===== src/hdl/trtf_pkg.sv =====
package trtf_pkg;

    // Fixed field widths
    localparam int CMD_W    = 2;
    localparam int VALUE_W  = 32;
    localparam int STATUS_W = 2;
    localparam int FILL_W   = 5;
    localparam int CAP_W    = 5;
    localparam int MINF_W   = 4;

    // Wide enough to compare a fill against any supported depth
    localparam int DEPTH_CMP_W = 9;

    // Default storage shape
    localparam int DEPTH_DEF     = 16;
    localparam int DATA_BITS_DEF = 32;

    // Configuration port
    localparam int APB_ADDR_W = 3;
    localparam int APB_DATA_W = 32;

    localparam logic REG_CAPACITY = 1'b0;
    localparam logic REG_MIN_FILL = 1'b1;

    localparam logic [CAP_W-1:0]  CAP_RESET  = 5'd9;
    localparam logic [MINF_W-1:0] MINF_RESET = 4'd3;

    // Commands
    localparam logic [CMD_W-1:0] CMD_WRITE  = 2'd0;
    localparam logic [CMD_W-1:0] CMD_READ_A = 2'd1;
    localparam logic [CMD_W-1:0] CMD_READ_B = 2'd2;

    // Result status codes
    localparam logic [STATUS_W-1:0] ST_OK    = 2'd0;
    localparam logic [STATUS_W-1:0] ST_FULL  = 2'd1;
    localparam logic [STATUS_W-1:0] ST_LOW   = 2'd2;
    localparam logic [STATUS_W-1:0] ST_AGAIN = 2'd3;

    // Control outcome of one item, handed from the controller to the top level
    typedef struct packed {
        logic [STATUS_W-1:0] status;
        logic                removed;
        logic [FILL_W-1:0]   fill;
        logic                rd_ok;
    } t_trtf_result;

endpackage


===== src/hdl/two_reader_threshold_fifo_unit.sv =====
// A result appears on o_valid in the cycle after start is taken.
// Throughput: one command per cycle; busy is always low and the receiver
// cannot stall, so results leave at the rate commands arrive.
// Reset (i_rst_n low at a clock edge): clears head, tail, fill and both read
// flags, sets capacity to 9 and min_fill to 3; stored elements are not cleared.
module two_reader_threshold_fifo_unit #(
    parameter int DEPTH     = trtf_pkg::DEPTH_DEF,
    parameter int DATA_BITS = trtf_pkg::DATA_BITS_DEF
) (
    input  logic                                i_clk,
    input  logic                                i_rst_n,
    // command channel
    input  logic                                start,
    output logic                                busy,
    input  logic [trtf_pkg::CMD_W-1:0]          i_cmd,
    input  logic signed [trtf_pkg::VALUE_W-1:0] i_value,
    // result channel
    output logic                                o_valid,
    output logic [trtf_pkg::STATUS_W-1:0]       o_status,
    output logic signed [trtf_pkg::VALUE_W-1:0] o_data,
    output logic                                o_removed,
    output logic [trtf_pkg::FILL_W-1:0]         o_fill,
    // configuration port
    input  logic                                psel,
    input  logic                                penable,
    input  logic                                pwrite,
    input  logic [trtf_pkg::APB_ADDR_W-1:0]     paddr,
    input  logic [trtf_pkg::APB_DATA_W-1:0]     pwdata,
    output logic [trtf_pkg::APB_DATA_W-1:0]     prdata,
    output logic                                pready
);

    import trtf_pkg::*;

    localparam int PTR_W = $clog2(DEPTH);

    logic [CAP_W-1:0]  r_capacity;
    logic [MINF_W-1:0] r_min_fill;

    logic             accept;
    logic             cfg_wr;
    logic             wr_en;
    logic [PTR_W-1:0] wr_addr;
    logic             rd_en;
    logic [PTR_W-1:0] rd_addr;
    logic [DATA_BITS-1:0] wr_data;
    logic [DATA_BITS-1:0] rd_data;
    logic [VALUE_W-1:0]   rd_word;
    t_trtf_result         result;

    assign busy   = 1'b0;
    assign pready = 1'b1;
    assign accept = start && !busy;
    assign cfg_wr = psel && penable && pwrite && pready;

    // Register writes
    always_ff @(posedge i_clk) begin
        if (!i_rst_n) begin
            r_capacity <= CAP_RESET;
            r_min_fill <= MINF_RESET;
        end else if (cfg_wr) begin
            unique case (paddr[2])
                REG_CAPACITY: r_capacity <= pwdata[CAP_W-1:0];
                REG_MIN_FILL: r_min_fill <= pwdata[MINF_W-1:0];
                default: ;
            endcase
        end
    end

    // Register readback
    always_comb begin
        unique case (paddr[2])
            REG_CAPACITY: prdata = APB_DATA_W'(r_capacity);
            REG_MIN_FILL: prdata = APB_DATA_W'(r_min_fill);
            default:      prdata = '0;
        endcase
    end

    // Fit the value to the storage width and back
    generate
        if (DATA_BITS >= VALUE_W) begin : g_wide
            assign wr_data = DATA_BITS'($unsigned(i_value));
            assign rd_word = rd_data[VALUE_W-1:0];
        end else begin : g_narrow
            assign wr_data = i_value[DATA_BITS-1:0];
            assign rd_word = VALUE_W'($signed(rd_data));
        end
    endgenerate

    trtf_ctrl #(
        .DEPTH (DEPTH)
    ) u_ctrl (
        .i_clk      (i_clk),
        .i_rst_n    (i_rst_n),
        .i_accept   (accept),
        .i_cmd      (i_cmd),
        .i_capacity (r_capacity),
        .i_min_fill (r_min_fill),
        .o_wr_en    (wr_en),
        .o_wr_addr  (wr_addr),
        .o_rd_en    (rd_en),
        .o_rd_addr  (rd_addr),
        .o_valid    (o_valid),
        .o_result   (result)
    );

    trtf_ram #(
        .WIDTH (DATA_BITS),
        .DEPTH (DEPTH)
    ) u_ram (
        .i_clk     (i_clk),
        .i_wr_en   (wr_en),
        .i_wr_addr (wr_addr),
        .i_wr_data (wr_data),
        .i_rd_en   (rd_en),
        .i_rd_addr (rd_addr),
        .o_rd_data (rd_data)
    );

    // Drive the result transfer
    assign o_status  = result.status;
    assign o_removed = result.removed;
    assign o_fill    = result.fill;
    assign o_data    = result.rd_ok ? $signed(rd_word) : '0;

`ifndef SYNTHESIS
    a_valid_follows_start: assert property (@(posedge i_clk) disable iff (!i_rst_n)
        o_valid |-> $past(start))
        else $error("result without a taken command");

    a_removed_only_ok: assert property (@(posedge i_clk) disable iff (!i_rst_n)
        (o_valid && o_removed) |-> (o_status == ST_OK))
        else $error("head removed by a refused read");

    a_data_zero_on_refusal: assert property (@(posedge i_clk) disable iff (!i_rst_n)
        (o_valid && (o_status != ST_OK)) |-> (o_data == '0 && !o_removed))
        else $error("refused command returned data");

    a_fill_bounded: assert property (@(posedge i_clk) disable iff (!i_rst_n)
        o_valid |-> (DEPTH_CMP_W'(o_fill) <= DEPTH_CMP_W'(DEPTH)))
        else $error("fill above storage depth");
`endif

endmodule


===== src/hdl/trtf_ram.sv =====
module trtf_ram #(
    parameter int WIDTH = 32,
    parameter int DEPTH = 16
) (
    input  logic                     i_clk,
    input  logic                     i_wr_en,
    input  logic [$clog2(DEPTH)-1:0] i_wr_addr,
    input  logic [WIDTH-1:0]         i_wr_data,
    input  logic                     i_rd_en,
    input  logic [$clog2(DEPTH)-1:0] i_rd_addr,
    output logic [WIDTH-1:0]         o_rd_data
);

    logic [WIDTH-1:0] r_mem [DEPTH];
    logic [WIDTH-1:0] r_rd_data;

    // One write port, one registered read port
    always_ff @(posedge i_clk) begin
        if (i_wr_en) begin
            r_mem[i_wr_addr] <= i_wr_data;
        end
        if (i_rd_en) begin
            r_rd_data <= r_mem[i_rd_addr];
        end
    end

    assign o_rd_data = r_rd_data;

endmodule


===== src/hdl/trtf_ctrl.sv =====
module trtf_ctrl #(
    parameter int DEPTH = trtf_pkg::DEPTH_DEF
) (
    input  logic                         i_clk,
    input  logic                         i_rst_n,
    input  logic                         i_accept,
    input  logic [trtf_pkg::CMD_W-1:0]   i_cmd,
    input  logic [trtf_pkg::CAP_W-1:0]   i_capacity,
    input  logic [trtf_pkg::MINF_W-1:0]  i_min_fill,
    output logic                         o_wr_en,
    output logic [$clog2(DEPTH)-1:0]     o_wr_addr,
    output logic                         o_rd_en,
    output logic [$clog2(DEPTH)-1:0]     o_rd_addr,
    output logic                         o_valid,
    output trtf_pkg::t_trtf_result       o_result
);

    import trtf_pkg::*;

    localparam int PTR_W = $clog2(DEPTH);
    localparam logic [PTR_W-1:0]       PTR_LAST  = PTR_W'(DEPTH - 1);
    localparam logic [DEPTH_CMP_W-1:0] DEPTH_CMP = DEPTH_CMP_W'(DEPTH);

    logic [PTR_W-1:0]  r_head, n_head;
    logic [PTR_W-1:0]  r_tail, n_tail;
    logic [FILL_W-1:0] r_fill, n_fill;
    logic              r_read_a, n_read_a;
    logic              r_read_b, n_read_b;
    logic              r_valid;
    t_trtf_result      r_result, n_result;

    logic full;
    logic low;
    logic is_a;
    logic mine;
    logic other;

    // Refusal conditions on the current state
    assign full  = (r_fill >= i_capacity) || (DEPTH_CMP_W'(r_fill) >= DEPTH_CMP);
    assign low   = (r_fill <= {1'b0, i_min_fill}) || (r_fill == '0);
    assign is_a  = (i_cmd == CMD_READ_A);
    assign mine  = is_a ? r_read_a : r_read_b;
    assign other = is_a ? r_read_b : r_read_a;

    // Decide the item's outcome and the next state
    always_comb begin
        n_head   = r_head;
        n_tail   = r_tail;
        n_fill   = r_fill;
        n_read_a = r_read_a;
        n_read_b = r_read_b;
        n_result = '0;
        n_result.status = ST_OK;
        o_wr_en  = 1'b0;
        o_rd_en  = 1'b0;
        if (i_accept) begin
            case (i_cmd)
                CMD_WRITE: begin
                    if (full) begin
                        n_result.status = ST_FULL;
                    end else begin
                        o_wr_en = 1'b1;
                        n_tail  = (r_tail == PTR_LAST) ? '0 : r_tail + 1'b1;
                        n_fill  = r_fill + 1'b1;
                    end
                end
                CMD_READ_A, CMD_READ_B: begin
                    if (mine) begin
                        n_result.status = ST_AGAIN;
                    end else if (low) begin
                        n_result.status = ST_LOW;
                    end else begin
                        o_rd_en        = 1'b1;
                        n_result.rd_ok = 1'b1;
                        if (other) begin
                            n_head   = (r_head == PTR_LAST) ? '0 : r_head + 1'b1;
                            n_fill   = r_fill - 1'b1;
                            n_read_a = 1'b0;
                            n_read_b = 1'b0;
                            n_result.removed = 1'b1;
                        end else if (is_a) begin
                            n_read_a = 1'b1;
                        end else begin
                            n_read_b = 1'b1;
                        end
                    end
                end
                default: begin
                    // unused command: no change
                end
            endcase
        end
        n_result.fill = n_fill;
    end

    assign o_wr_addr = r_tail;
    assign o_rd_addr = r_head;

    // Advance control state
    always_ff @(posedge i_clk) begin
        if (!i_rst_n) begin
            r_head   <= '0;
            r_tail   <= '0;
            r_fill   <= '0;
            r_read_a <= 1'b0;
            r_read_b <= 1'b0;
            r_valid  <= 1'b0;
        end else begin
            r_head   <= n_head;
            r_tail   <= n_tail;
            r_fill   <= n_fill;
            r_read_a <= n_read_a;
            r_read_b <= n_read_b;
            r_valid  <= i_accept;
        end
    end

    // Hold the result fields for the following cycle
    always_ff @(posedge i_clk) begin
        r_result <= n_result;
    end

    assign o_valid  = r_valid;
    assign o_result = r_result;

endmodule


===== config.mk =====
export PLATFORM = sky130hd
export DESIGN_NAME = two_reader_threshold_fifo_unit
export DESIGN_NICKNAME = d
export VERILOG_FILES = /design/src/hdl/trtf_pkg.sv /design/src/hdl/two_reader_threshold_fifo_unit.sv /design/src/hdl/trtf_ram.sv /design/src/hdl/trtf_ctrl.sv
export SDC_FILE = /design/constraint.sdc
export NUM_CORES = 1
export LEC_CHECK = 0
export CORE_ASPECT_RATIO = 0.75
export CORE_UTILIZATION = 48
export DETAILED_ROUTE_END_ITERATION = 10
export DONT_BUFFER_PORTS = 1
export GPL_TIMING_DRIVEN = 1
export PLACE_DENSITY_LB_ADDON = 0.1
export SYNTH_ARGS = -nofsm -noshare
export SYNTH_HDL_FRONTEND = slang
export SYNTH_SLANG_ARGS = --single-unit

===== constraint.sdc =====
create_clock -name i_clk -period 8.2 [get_ports i_clk]
set_input_delay 1.23 -clock i_clk [delete_from_list [all_inputs] [get_ports i_clk]]
set_output_delay 1.23 -clock i_clk [all_outputs]
set_load 0.01 [all_outputs]

==> results of run 1 <==
state kept, by name (all words and copies together), names as in the netlist:
name              cells
r_min_fill            4
u_ram.o_rd_data      32
u_ctrl.o_result       9
u_ctrl.r_read_a       1
u_ctrl.r_read_b       1
u_ram.r_mem         512
u_ctrl.o_valid        1
r_capacity            5
u_ctrl.o_wr_addr      4
u_ctrl.o_rd_addr      4
u_ctrl.r_fill         5
synthesized netlist by cell type (all sizes together) (3+ instances only):
master / number / share of area (%)
edfxtp: 544 / 72
mux4: 160 / 16
buf: 65 / 2.1
nor2: 36 / 0.60
and2: 35 / 0.97
dfxtp: 34 / 3.0
clkbuf: 24 / 0.42
nand2: 22 / 0.36
ha: 20 / 1.1
inv: 17 / 0.28
mux2i: 17 / 0.75
a21oi: 8 / 0.18
o21ai: 8 / 0.18
nand3: 7 / 0.18
a31oi: 5 / 0.17
mux2: 5 / 0.26
nor2b: 5 / 0.14
nor3: 5 / 0.11
a211oi: 4 / 0.15
nand2b: 4 / 0.11
a41oi: 3 / 0.15
and3: 3 / 0.083
nand4: 3 / 0.083
nor4: 3 / 0.11
o22ai: 3 / 0.083
worst reg2reg max path, stage by stage, from the launching register on:
cell and delay [ns]:
dfxtp_1 0.60, ha_1 0.33, a21oi_1 0.15, o21ai_1 0.12, a31oi_2 0.45, and3_1 0.39
nand2_1 0.29, nor2_4 0.55, buf_4 0.52
path summary, 6_finish.rpt:
check | depth (start not counted) | to
worst max-delay path | 8 | u_ram.r_mem[12][16]
worst min-delay path | 2 | r_capacity[1]
worst max register to register | 8 | u_ram.r_mem[12][16]
worst min register to register | 2 | r_capacity[1]
layout make-up:
class                      instances  area (µm²)
inverter                          18       67.56
clock inverter                    29       315.3
clock buffer                      68        1435
tap                              630       788.3
timing repair buffer              22       177.7
sequential                       578       17030
multi-input combinational        397        5235
fill                            3554       21240
metal layers:
layer	global-route usage (%)	up-vias	share of wire, %	routed length, µm
met1	29.59	5463	47	21680
met3	3.530	61	4.8	2237
met5	0	-	0	0
met2	30.43	235	46	21510
met4	5.198	0	1.8	833
li1	-	4285	-	-
logic make-up (layout without fill, tap and decap cells):
kind of cell,after synthesis,count (layout),synth area share [%]
xor gates and xnor gates,2,2,0.07729
DFF,578,578,75.07
other,2,29,0.03313
adders and majority gates,20,20,1.104
and+or+nand+nor,129,129,2.953
buffers and inverters,107,137,2.776
AOI/OAI and AO/OA,35,35,1.076
muxes,182,182,16.91
power by group:
| part | switching [µW] | internal, µW | leakage, µW |
|---|---|---|---|
| Combinational | 32.2 | 18.4 | 0.00170 |
| Sequential | 4.71 | 3230 | 0.00517 |
| Clock | 1050 | 1450 | 0.000860 |
per-stage QoR:
step | total power, µW | setup slack (ns) | instance area [µm²]
5_1_grt | 5968 | 4.105 | 25050
3_5_place_dp | 3351 | 4.417 | 23300
6_report | 5792 | 4.417 | 25050
2_1_floorplan | 3352 | 3.434 | 22770
4_1_cts | 5856 | 4.417 | 25050
3_3_place_gp | 3350 | 4.417 | 23300
==> results.tsv, run 1 <==
stage	metric	value	unit
final_layout	final_cell_mix	edfxtp_1 (544), mux4_2 (160), clkbuf_16 (55)	
global_route	overflow	0	
clock_tree	cts-root-buf	clkbuf_16	
worst_setup_path	end_kind	register	
synthesis	ys_seq_area_share	75.07	%
global_route	grtUsageTotal	19.83	%
final_layout	area_growth	10.49	%
synthesis	synthFlopType	edfxtp_1	
drt	viasPerCell	5.766	
final_layout	fin_util	54.11	%
power_and_ir_drop	power_leakage	0.007732	µW
global_route	grt_max_degree	96	
worst_setup_path	r2r_slack	4.42	ns
clock_tree	cts-htree-levels	2	
drt	first_pass_iters	5	
clock_tree	clkLatencyLatePin	0.60	ns
worst_setup_path	cp_data_arrival_time	4.02	ns
clock_tree	ctsLongestPathBuffers	3	
worst_setup_path	critPathLaunchType	register	
placement	dp_cells	1645	
drt	num_vias	10040	
worst_setup_path	worstPathCellList	ha_1 -> a21oi_1 -> o21ai_1 -> a31oi_2 -> and3_1 -> nand2_1 -> nor2_4 -> buf_4	
placement	dp_hpwl	22260	µm
worst_setup_path	crit-reg2reg-launch	u_ctrl.r_fill[2]	
flow_run	maxCapViolCount	0	
clock_tree	hold_buffers	0	
worst_setup_path	crit_family	simple AND/OR/NAND/NOR gates	
clock_tree	clock_sinks	578	
power_and_ir_drop	power_density	231.3	mW/mm²
worst_setup_path	cp_num_buf_inv	1	
global_route	antenna_found_initial	0	
drt	drc	0	
timing	rsz0062_at_grt	false	
synthesis	syn_area_per_cell	21.49	µm²
worst_setup_path	cpPeakStageDelay	0.60	ns
timing	fin_crit_sh	46.14	%
floorplanning	die_area	0.04811	mm²
floorplanning	rows	68	
floorplanning	chipWidth	252.9	µm
placement	gp_congestion	0.7502	
timing	worstMarginPinSlew	0.9580	ns
final_layout	drive_gt1_share	26.08	%
timing	max_freq	264.3	MHz
synthesis	ys_warn_count	0	
floorplanning	initial_utilization	48.98	%
clock_tree	cts_resized	0	
floorplanning	core_area	0.04628	mm²
timing	hold_violations	0	
power_and_ir_drop	ir_worst_vdd	0.0001606	V
clock_tree	clk_pin_slew	0.07	ns
timing	tns	0	ns
clock_tree	tritoncts	yes	
timing	slew_violations	0	
floorplanning	die_y	190.2	µm
final_layout	nets	1167	
floorplanning	ioPinCount	150	
worst_setup_path	crit_start	u_ctrl.r_fill[2]	
synthesis	synthCells	1055	
placement	io_buffers	0	
clock_tree	cts-buffers-inserted	55	
timing	finClkSkew	0.01275	ns
global_route	grt_pass1_wl	68270	µm
synthesis	async_reset_ff_share	0	%
synthesis	ys_types	50	
timing	setup_violations	0	
timing	finalCriticalPeriod	3.783	ns
clock_tree	post_cts.repair.setup_buffers	0	
drt	drt_wl_total	46260	µm
min_path	hold_path.class	reg -> reg	
final_layout	layoutNonFillerInstCount	1742	
drt	ant_nets	0	
global_route	grt_pass1_vias	10170	
final_layout	layout_commonest_cell	edfxtp_1	
timing	slew_headroom	36.13	%
final_layout	n_antenna_cell	0	
worst_setup_path	cp_data_required_time	8.44	ns
drt	wire_per_inst	26.56	µm
worst_setup_path	slowest_stage	dfxtp_1	
worst_setup_path	crit_type	reg -> reg	
min_path	hp-start	r_capacity[1]	
synthesis	synth-edff-count	544	
drt	drt_iter0_drc	802	
synthesis	synth_area	0.02267	mm²
worst_setup_path	cp_max_fo	20	
run_status	outcome	finished clean	
timing	hold_ws	0.4993	ns
synthesis	ys_seq_elements	578	
Power figures use the tool's default switching activity.
==> run 2: changes to the inputs <==
==> constraint.sdc (replaced) <==
create_clock -name i_clk -period 3.7 [get_ports i_clk]
set_input_delay 0.555 -clock i_clk [delete_from_list [all_inputs] [get_ports i_clk]]
set_output_delay 0.555 -clock i_clk [all_outputs]
set_load 0.01 [all_outputs]
==> run 2 against run 1 <==
Compared with the run above: flip-flop and latch count did not move; critical path depth is 1 higher; critical endpoint is now u_ram.r_mem[4][12]; critical path type unchanged; largest cell class unchanged; non-clock buffer count grew 21; utilization is 0.93 points higher; sequential power increased by 120%; clock-buffer cell count is 2 higher; worst hold slack worse by 0.46 ns; highest routed layer unchanged; sequential share of layout area is 1.1 points lower.
==> results.tsv, run 2 (synthesis results as in run 1) <==
stage	metric	value	unit	change
global_route	grt.busiest_layer	met1		
drt	num_vias	10040		-0.050%
worst_setup_path	reg2reg_depth	9		+1
run_status	outcome	finished clean		
final_layout	nFillCells	3550		-0.11%
global_route	grt_pass1_wl	68990	µm	+1.1%
placement	dp_cells	1665		+1.2%
worst_setup_path	slowest_stage	dfxtp_1		
clock_tree	cts-root-buf	clkbuf_16		
timing	max_freq	328.9	MHz	+24%
final_layout	n_antenna_cell	0		unchanged
clock_tree	clk_pin_slew	0.07	ns	about the same
drt	drt_iter0_drc	778		-3.0%
final_layout	final_cell_mix	edfxtp_1 (544), mux4_2 (160), clkbuf_16 (57)		
floorplanning	initial_utilization	48.98	%	unchanged
timing	hold_violations	0		unchanged
power_and_ir_drop	seq_power_share	55.2	%	-0.7 points
floorplanning	die_area	0.04811	mm²	unchanged
final_layout	layoutNonFillerInstCount	1768		+1.5%
worst_setup_path	crit_start	u_ctrl.r_fill[0]		
global_route	met3_usage	3.981	%	+0.45 points
floorplanning	rows	68		unchanged
timing	setup_violations	0		unchanged
clock_tree	cts-buffers-inserted	55		unchanged
floorplanning	ioPinCount	150		unchanged
clock_tree	cts-htree-levels	2		unchanged
timing	rsz0062_at_grt	false		
final_layout	layout_commonest_cell	edfxtp_1		
drt	first_pass_iters	6		+1
timing	hold_ws	0.04157	ns	-0.4577 ns
global_route	grt_max_degree	129		+34%
power_and_ir_drop	power_density	510.2	mW/mm²	+120%
power_and_ir_drop	power_leakage	0.007902	µW	+2.2%
drt	drc	0		unchanged
final_layout	drive_gt1_share	27.86	%	+1.8 points
worst_setup_path	end_kind	register		
worst_setup_path	crit-reg2reg-launch	u_ctrl.r_fill[0]		
global_route	grtUsageTotal	19.81	%	about the same
worst_setup_path	cp_data_required_time	3.95	ns	-4.49 ns
clock_tree	tritoncts	yes		
worst_setup_path	crit_type	reg -> reg		
power_and_ir_drop	intPower	10530	µW	+120%
clock_tree	ctsLongestPathBuffers	3		unchanged
floorplanning	chipWidth	252.9	µm	unchanged
power_and_ir_drop	swShare	18.97	%	+0.19 points
timing	slew_headroom	41.11	%	+5.0 points
placement	io_buffers	0		unchanged
global_route	use_met2	29.26	%	-1.2 points
drt	viasPerCell	5.678		-1.5%
min_path	hp-start	i_value[25]		
worst_setup_path	r2r_slack	0.66	ns	-3.76 ns
timing	finalCriticalPeriod	3.040	ns	-0.7430 ns
drt	wire_per_inst	26.03	µm	-2.0%
timing	worstMarginPinSlew	0.8834	ns	-0.07466 ns
worst_setup_path	cp_data_arrival_time	3.29	ns	-0.73 ns
worst_setup_path	rr_endpoint	u_ram.r_mem[4][12]		
min_path	hold_end	u_ram.r_mem[5][25]		
power_and_ir_drop	switchingPower	2465	µW	+130%
final_layout	largest_reg_flops	512		unchanged
power_and_ir_drop	ir_worst_vdd	0.0003849	V	+140%
worst_setup_path	cpPeakStageDelay	0.50	ns	-0.10 ns
placement	dp_hpwl	25260	µm	+13%
drt	drt_wl_total	46020	µm	-0.53%
timing	finClkSkew	0.01645	ns	+0.003696 ns
placement	gp_congestion	0.7276		-3.0%
final_layout	largest_register	u_ram.r_mem		
timing	fin_crit_sh	82.17	%	+36 points
floorplanning	core_area	0.04628	mm²	unchanged
timing	tns	0	ns	unchanged
power_and_ir_drop	pwr-share-clk	43.9	%	+0.7 points
worst_setup_path	critPathLaunchType	register		
global_route	grt_pass1_vias	10430		+2.6%
drt	ant_nets	0		unchanged
floorplanning	die_y	190.2	µm	unchanged
clock_tree	clock_sinks	578		unchanged
global_route	overflow	0		unchanged
worst_setup_path	cp_max_fo	19		-5.0%
min_path	min_delay_path_depth	0		-2
global_route	use_met1	30.24	%	+0.64 points
clock_tree	clkLatencyLatePin	0.61	ns	about the same
final_layout	area_growth	12.39	%	
timing	slew_violations	0		unchanged
worst_setup_path	worstPathCellList	inv_1 -> ha_1 -> nor2b_1 -> o21ai_1 -> a31oi_2 -> and3_1 -> nand2_1 -> nor2_4 -> buf_4		
min_path	hold_path.class	in -> reg		
global_route	antenna_found_initial	0		unchanged
flow_run	maxCapViolCount	0		unchanged
power_and_ir_drop	comb_power_share	0.9	%	about the same
final_layout	nets	1188		+1.8%
## run 2: changes by cell type in the layout (fill, tap and decap cells not counted), sizes merged
cell / delta
dlygate4sd3: +1
buf: +20
clkinv: +3
clkbuf: +2
## run 2: cell type report
class | instances | area (µm²) | share of cell area (%)
sequential | 578 | 17030 | 66.85
timing repair buffer | 43 | 500.5 | 1.965
tap | 630 | 788.3 | 3.094
inverter | 18 | 67.56 | 0.2652
clock buffer | 70 | 1485 | 5.830
multi-input combinational | 397 | 5260 | 20.65
clock inverter | 32 | 344.1 | 1.351
## run 2: worst max-delay path by stage
stage / endpoint / cells after the start / slack, ns
6_report: u_ram.r_mem[4][12] / 9 / 0.66
5_1_grt: u_ram.r_mem[4][12] / 9 / 0.41
4_1_cts: u_ram.r_mem[4][12] / 9 / 0.67
3_5_place_dp: u_ram.r_mem[4][12] / 9 / 0.71
3_3_place_gp: u_ram.r_mem[2][13] / 9 / 0.69
2_1_floorplan: u_ram.r_mem[10][0] / 10 / -0.03
## run 2: critical path: cells and delay by family, from the launching register on
| kind | cells | cell delay, ns |
|---|---|---|
| buf+inv | 2 | 0.54 |
| fa+ha+maj | 1 | 0.30 |
| simple gates | 4 | 0.96 |
| compound gates | 2 | 0.37 |
| flops | 1 | 0.50 |
## run 2: power groups by stage
stage / clock network, µW / registers (µW) / logic [µW]
floorplan: 0 / 7310 / 117
global placement: 0 / 7310 / 114
detailed placement: 0 / 7310 / 115
CTS: 5850 / 7170 / 117
global route: 6080 / 7170 / 130
finish: 5710 / 7170 / 116
## run 2: timing repair
action,in CTS,in global routing
gates resized for setup,0,0
setup buffers,0,0
hold endpoints to repair,4,0
hold buffers,1,0
## run 2: stage by stage
stage	setup slack, ns	instance area [µm²]	util [%]	total power [µW]
2_1_floorplan	-0.03103	22800	-	7428
3_5_place_dp	0.7064	23640	51.07	7429
4_1_cts	0.6682	25480	55.04	13140
6_report	0.6596	25480	55.04	13000
5_1_grt	0.4095	25480	55.04	13380
3_3_place_gp	0.6853	23640	51.07	7427
## run 2: metal layers
metal	vias to the layer above	share of wire, %
li1	4340	-
met1	5417	48
met2	220	45
met3	62	5.2
met4	0	1.7
met5	-	0
==> run 3: changes to the inputs <==
--- a/config.mk
+++ b/config.mk
@@ -5,6 +5,7 @@
 export SDC_FILE = /design/constraint.sdc
 export NUM_CORES = 1
 export LEC_CHECK = 0
+export ABC_AREA = 1
 export CORE_ASPECT_RATIO = 0.75
 export CORE_UTILIZATION = 48
 export DETAILED_ROUTE_END_ITERATION = 10
==> constraint.sdc (replaced) <==
create_clock -name i_clk -period 2.76 [get_ports i_clk]
set_input_delay 0.414 -clock i_clk [delete_from_list [all_inputs] [get_ports i_clk]]
set_output_delay 0.414 -clock i_clk [all_outputs]
set_load 0.01 [all_outputs]
==> run 3 against run 2 <==
Compared with the run above: design area is 5.6% higher; total power is 40% higher; via count is 43% higher; fmax is 17% higher; non-clock buffer count is 76 higher; critical path depth is 5 higher; register-to-register slack worse by 0.50 ns; clock-buffer cell count is 4 higher; critical endpoint is now u_ram.r_mem[11][3]; utilization is 1.4 points higher.
==> results.tsv, run 3 <==
stage	metric	value	unit	change
drt	wire_per_inst	22.60	µm	-13%
global_route	grt_max_degree	80		-38%
global_route	overflow	0		unchanged
placement	post-place-ws	0.1662	ns	-0.5402 ns
final_layout	layoutNonFillerInstCount	2536		+43%
clock_tree	clkLatencyLatePin	0.62	ns	about the same
floorplanning	die_y	193.0	µm	+1.4%
timing	finClkSkew	0.02215	ns	+0.005707 ns
timing	finalCriticalPeriod	2.605	ns	-0.4356 ns
synthesis	synth_most_common_cell	edfxtp_1		
global_route	grt_pass1_wl	84790	µm	+23%
power_and_ir_drop	power_density	676.9	mW/mm²	+33%
drt	drt_wl_total	57300	µm	+25%
placement	gp_congestion	0.7970		+9.5%
synthesis	synth-edff-count	544		unchanged
worst_setup_path	end_kind	register		
power_and_ir_drop	comb_power_share	4.1	%	+3.2 points
placement	dp_hpwl	32660	µm	+29%
timing	max_freq	383.9	MHz	+17%
clock_tree	cts-htree-levels	2		unchanged
clock_tree	clock_sinks	578		unchanged
drt	ant_nets	0		unchanged
worst_setup_path	worstPathCellList	inv_1 -> ha_1 -> nand2_1 -> nor2_1 -> o21ai_1 -> nand4_1 -> nor2_2 -> nand2_2 -> clkinv_2 -> buf_4 -> nand3_2 -> nor2_4 -> buf_12 -> buf_12		
power_and_ir_drop	swShare	21.28	%	+2.3 points
final_layout	nets	1944		+64%
final_layout	final_cell_mix	edfxtp_1 (544), nor2_1 (312), nand2_1 (173)		
worst_setup_path	cp_max_fo	11		-8
synthesis	syn_area_per_cell	13.09	µm²	-39%
synthesis	yosys-top-cells-area	edfxtp_1 (70%), nor2_1 (5.3%), o21ai_0 (3.0%), dfxtp_1 (2.9%), o32ai_1 (2.9%)		
placement	io_buffers	0		unchanged
power_and_ir_drop	intPower	14330	µW	+36%
worst_setup_path	slowest_stage	dfxtp_1		
timing	fin_crit_sh	94.38	%	+12 points
final_layout	drive_gt1_share	10.13	%	-18 points
floorplanning	core_area	0.04766	mm²	+3.0%
final_layout	fin_util	56.44	%	+1.4 points
power_and_ir_drop	ir_worst_vdd	0.0005757	V	+50%
floorplanning	die_area	0.04951	mm²	+2.9%
drt	drc	0		unchanged
synthesis	synth_top_area_share	70.00	%	-2.1 points
drt	num_vias	14310		+43%
synthesis	ys_seq_elements	578		unchanged
clock_tree	clk_pin_slew	0.06	ns	about the same
power_and_ir_drop	power_leakage	0.009073	µW	+15%
timing	slew_headroom	25.13	%	-16 points
floorplanning	rows	69		+1.5%
floorplanning	chipWidth	256.6	µm	+1.5%
floorplanning	initial_utilization	48.97	%	about the same
run_status	outcome	finished clean		
final_layout	largest_reg_flops	512		unchanged
global_route	grt_pass1_vias	13370		+28%
power_and_ir_drop	pwr-share-clk	42.6	%	-1.3 points
worst_setup_path	cpMostUsedCell	buf_12		
floorplanning	ioPinCount	150		unchanged
clock_tree	ctsLongestPathBuffers	3		unchanged
drt	viasPerCell	5.642		-0.64%
worst_setup_path	crit_family	simple AND/OR/NAND/NOR gates		
worst_setup_path	critPathLaunchType	register		
synthesis	synthFlopType	edfxtp_1		
synthesis	yosysTopAreaCell	edfxtp_1		
synthesis	ys_seq_area_share	72.92	%	-2.1 points
worst_setup_path	cp_data_arrival_time	2.92	ns	-0.37 ns
final_layout	layout_commonest_cell	edfxtp_1		
synthesis	ys_warn_count	0		unchanged
min_path	hold_path.class	in -> reg		
flow_run	maxCapViolCount	0		unchanged
clock_tree	tritoncts	yes		
final_layout	largest_register	u_ram.r_mem		
worst_setup_path	cp_data_required_time	3.08	ns	-0.87 ns
final_layout	area_growth	15.26	%	
timing	worstMarginPinSlew	1.120	ns	+0.2370 ns
timing	rsz0062_at_grt	false		
synthesis	synth_area	0.02334	mm²	+2.9%
synthesis	synthCells	1783		+69%
clock_tree	cts-buffers-inserted	56		+1.8%
timing	hold_ws	0.02679	ns	-0.01478 ns
synthesis	synth_common_cells	edfxtp_1 (544), nor2_1 (330), nand2_1 (174)		
worst_setup_path	cp_num_buf_inv	5		+3
synthesis	ys_types	31		-38%
power_and_ir_drop	seq_power_share	53.3	%	-1.9 points
timing	hold_violations	0		unchanged
global_route	grtUsageTotal	23.01	%	+3.2 points
timing	setup_violations	0		unchanged
worst_setup_path	crit_type	reg -> reg		
clock_tree	cts-root-buf	clkbuf_16		
worst_setup_path	cpPeakStageDelay	0.32	ns	-0.18 ns
drt	drt_iter0_drc	1172		+51%
final_layout	nFillCells	3943		+11%
placement	dp_cells	2386		+43%
drt	first_pass_iters	5		-1
timing	slew_violations	0		unchanged
power_and_ir_drop	switchingPower	3875	µW	+57%
timing	layout_setup_ws	0.1551	ns	-0.5044 ns
global_route	antenna_found_initial	4		+4
synthesis	async_reset_ff_share	0	%	unchanged
## run 3: layer usage
| layer | GRT usage (%) | part of all wire, % | vias to the layer above |
|---|---|---|---|
| met5 | 0 | 0.049 | - |
| met4 | 6.571 | 2.3 | 4 |
| met3 | 4.026 | 6.7 | 85 |
| met2 | 34.54 | 44 | 462 |
| met1 | 34.53 | 47 | 7148 |
| li1 | - | - | 6609 |
## run 3: timing repair
| action | in CTS | in global routing |
|---|---|---|
| buffers inserted | 0 | 1 |
| hold endpoints to repair | 528 | 0 |
| hold buffers | 41 | 0 |
| gates resized for setup | 0 | 3 |
| endpoints found under the setup margin | 0 | 12 |
## run 3: power groups by stage
stage               clock network, µW  logic (µW)  registers, µW
floorplan                           0         460           9870
global placement                    0         579           9890
detailed placement                  0         582           9890
CTS                              7890         756           9700
global route                     8210         838           9700
finish                           7750         755           9700
## run 3: cell type report
type	count	area [µm²]	share of cell area, %
Timing Repair Buffer	119	1396	5.191
Clock buffer	74	1519	5.647
Sequential cell	578	17030	63.30
Tap cell	639	799.5	2.972
Clock inverter	31	360.3	1.340
Multi-Input combinational cell	1007	5461	20.30
Antenna cell	1	2.502	0.009303
Inverter	87	332.8	1.237
## run 3: cell families (layout without fill, tap and decap cells)
family,Yosys count,after routing,synth area share (%)
other,2,30,0.03218
adders and majority gates,20,20,1.072
xor gates and xnor gates,3,3,0.1126
and+or+nand+nor,596,596,10.18
AOI/OAI and AO/OA,307,307,8.772
DFF,578,578,72.92
buffers and inverters,225,311,4.681
muxes,52,52,2.230
## run 3: worst paths after layout
check | from | slack [ns] | endpoint | depth (start not counted)
max | r_capacity[4] | 0.16 | u_ram.r_mem[11][3] | 14
min | pwdata[4] | 0.03 | r_capacity[4] | 2
max reg2reg | r_capacity[4] | 0.16 | u_ram.r_mem[11][3] | 14
min reg2reg | r_capacity[2] | 0.49 | r_capacity[2] | 2
## run 3: metrics by stage
stage | power, µW | setup TNS, ns | cell area, µm²
2_1_floorplan | 10330 | -64.74 | 23490
3_3_place_gp | 10460 | 0 | 24540
3_5_place_dp | 10470 | 0 | 24540
4_1_cts | 18350 | 0 | 26830
5_1_grt | 18750 | 0 | 26900
6_report | 18210 | 0 | 26900
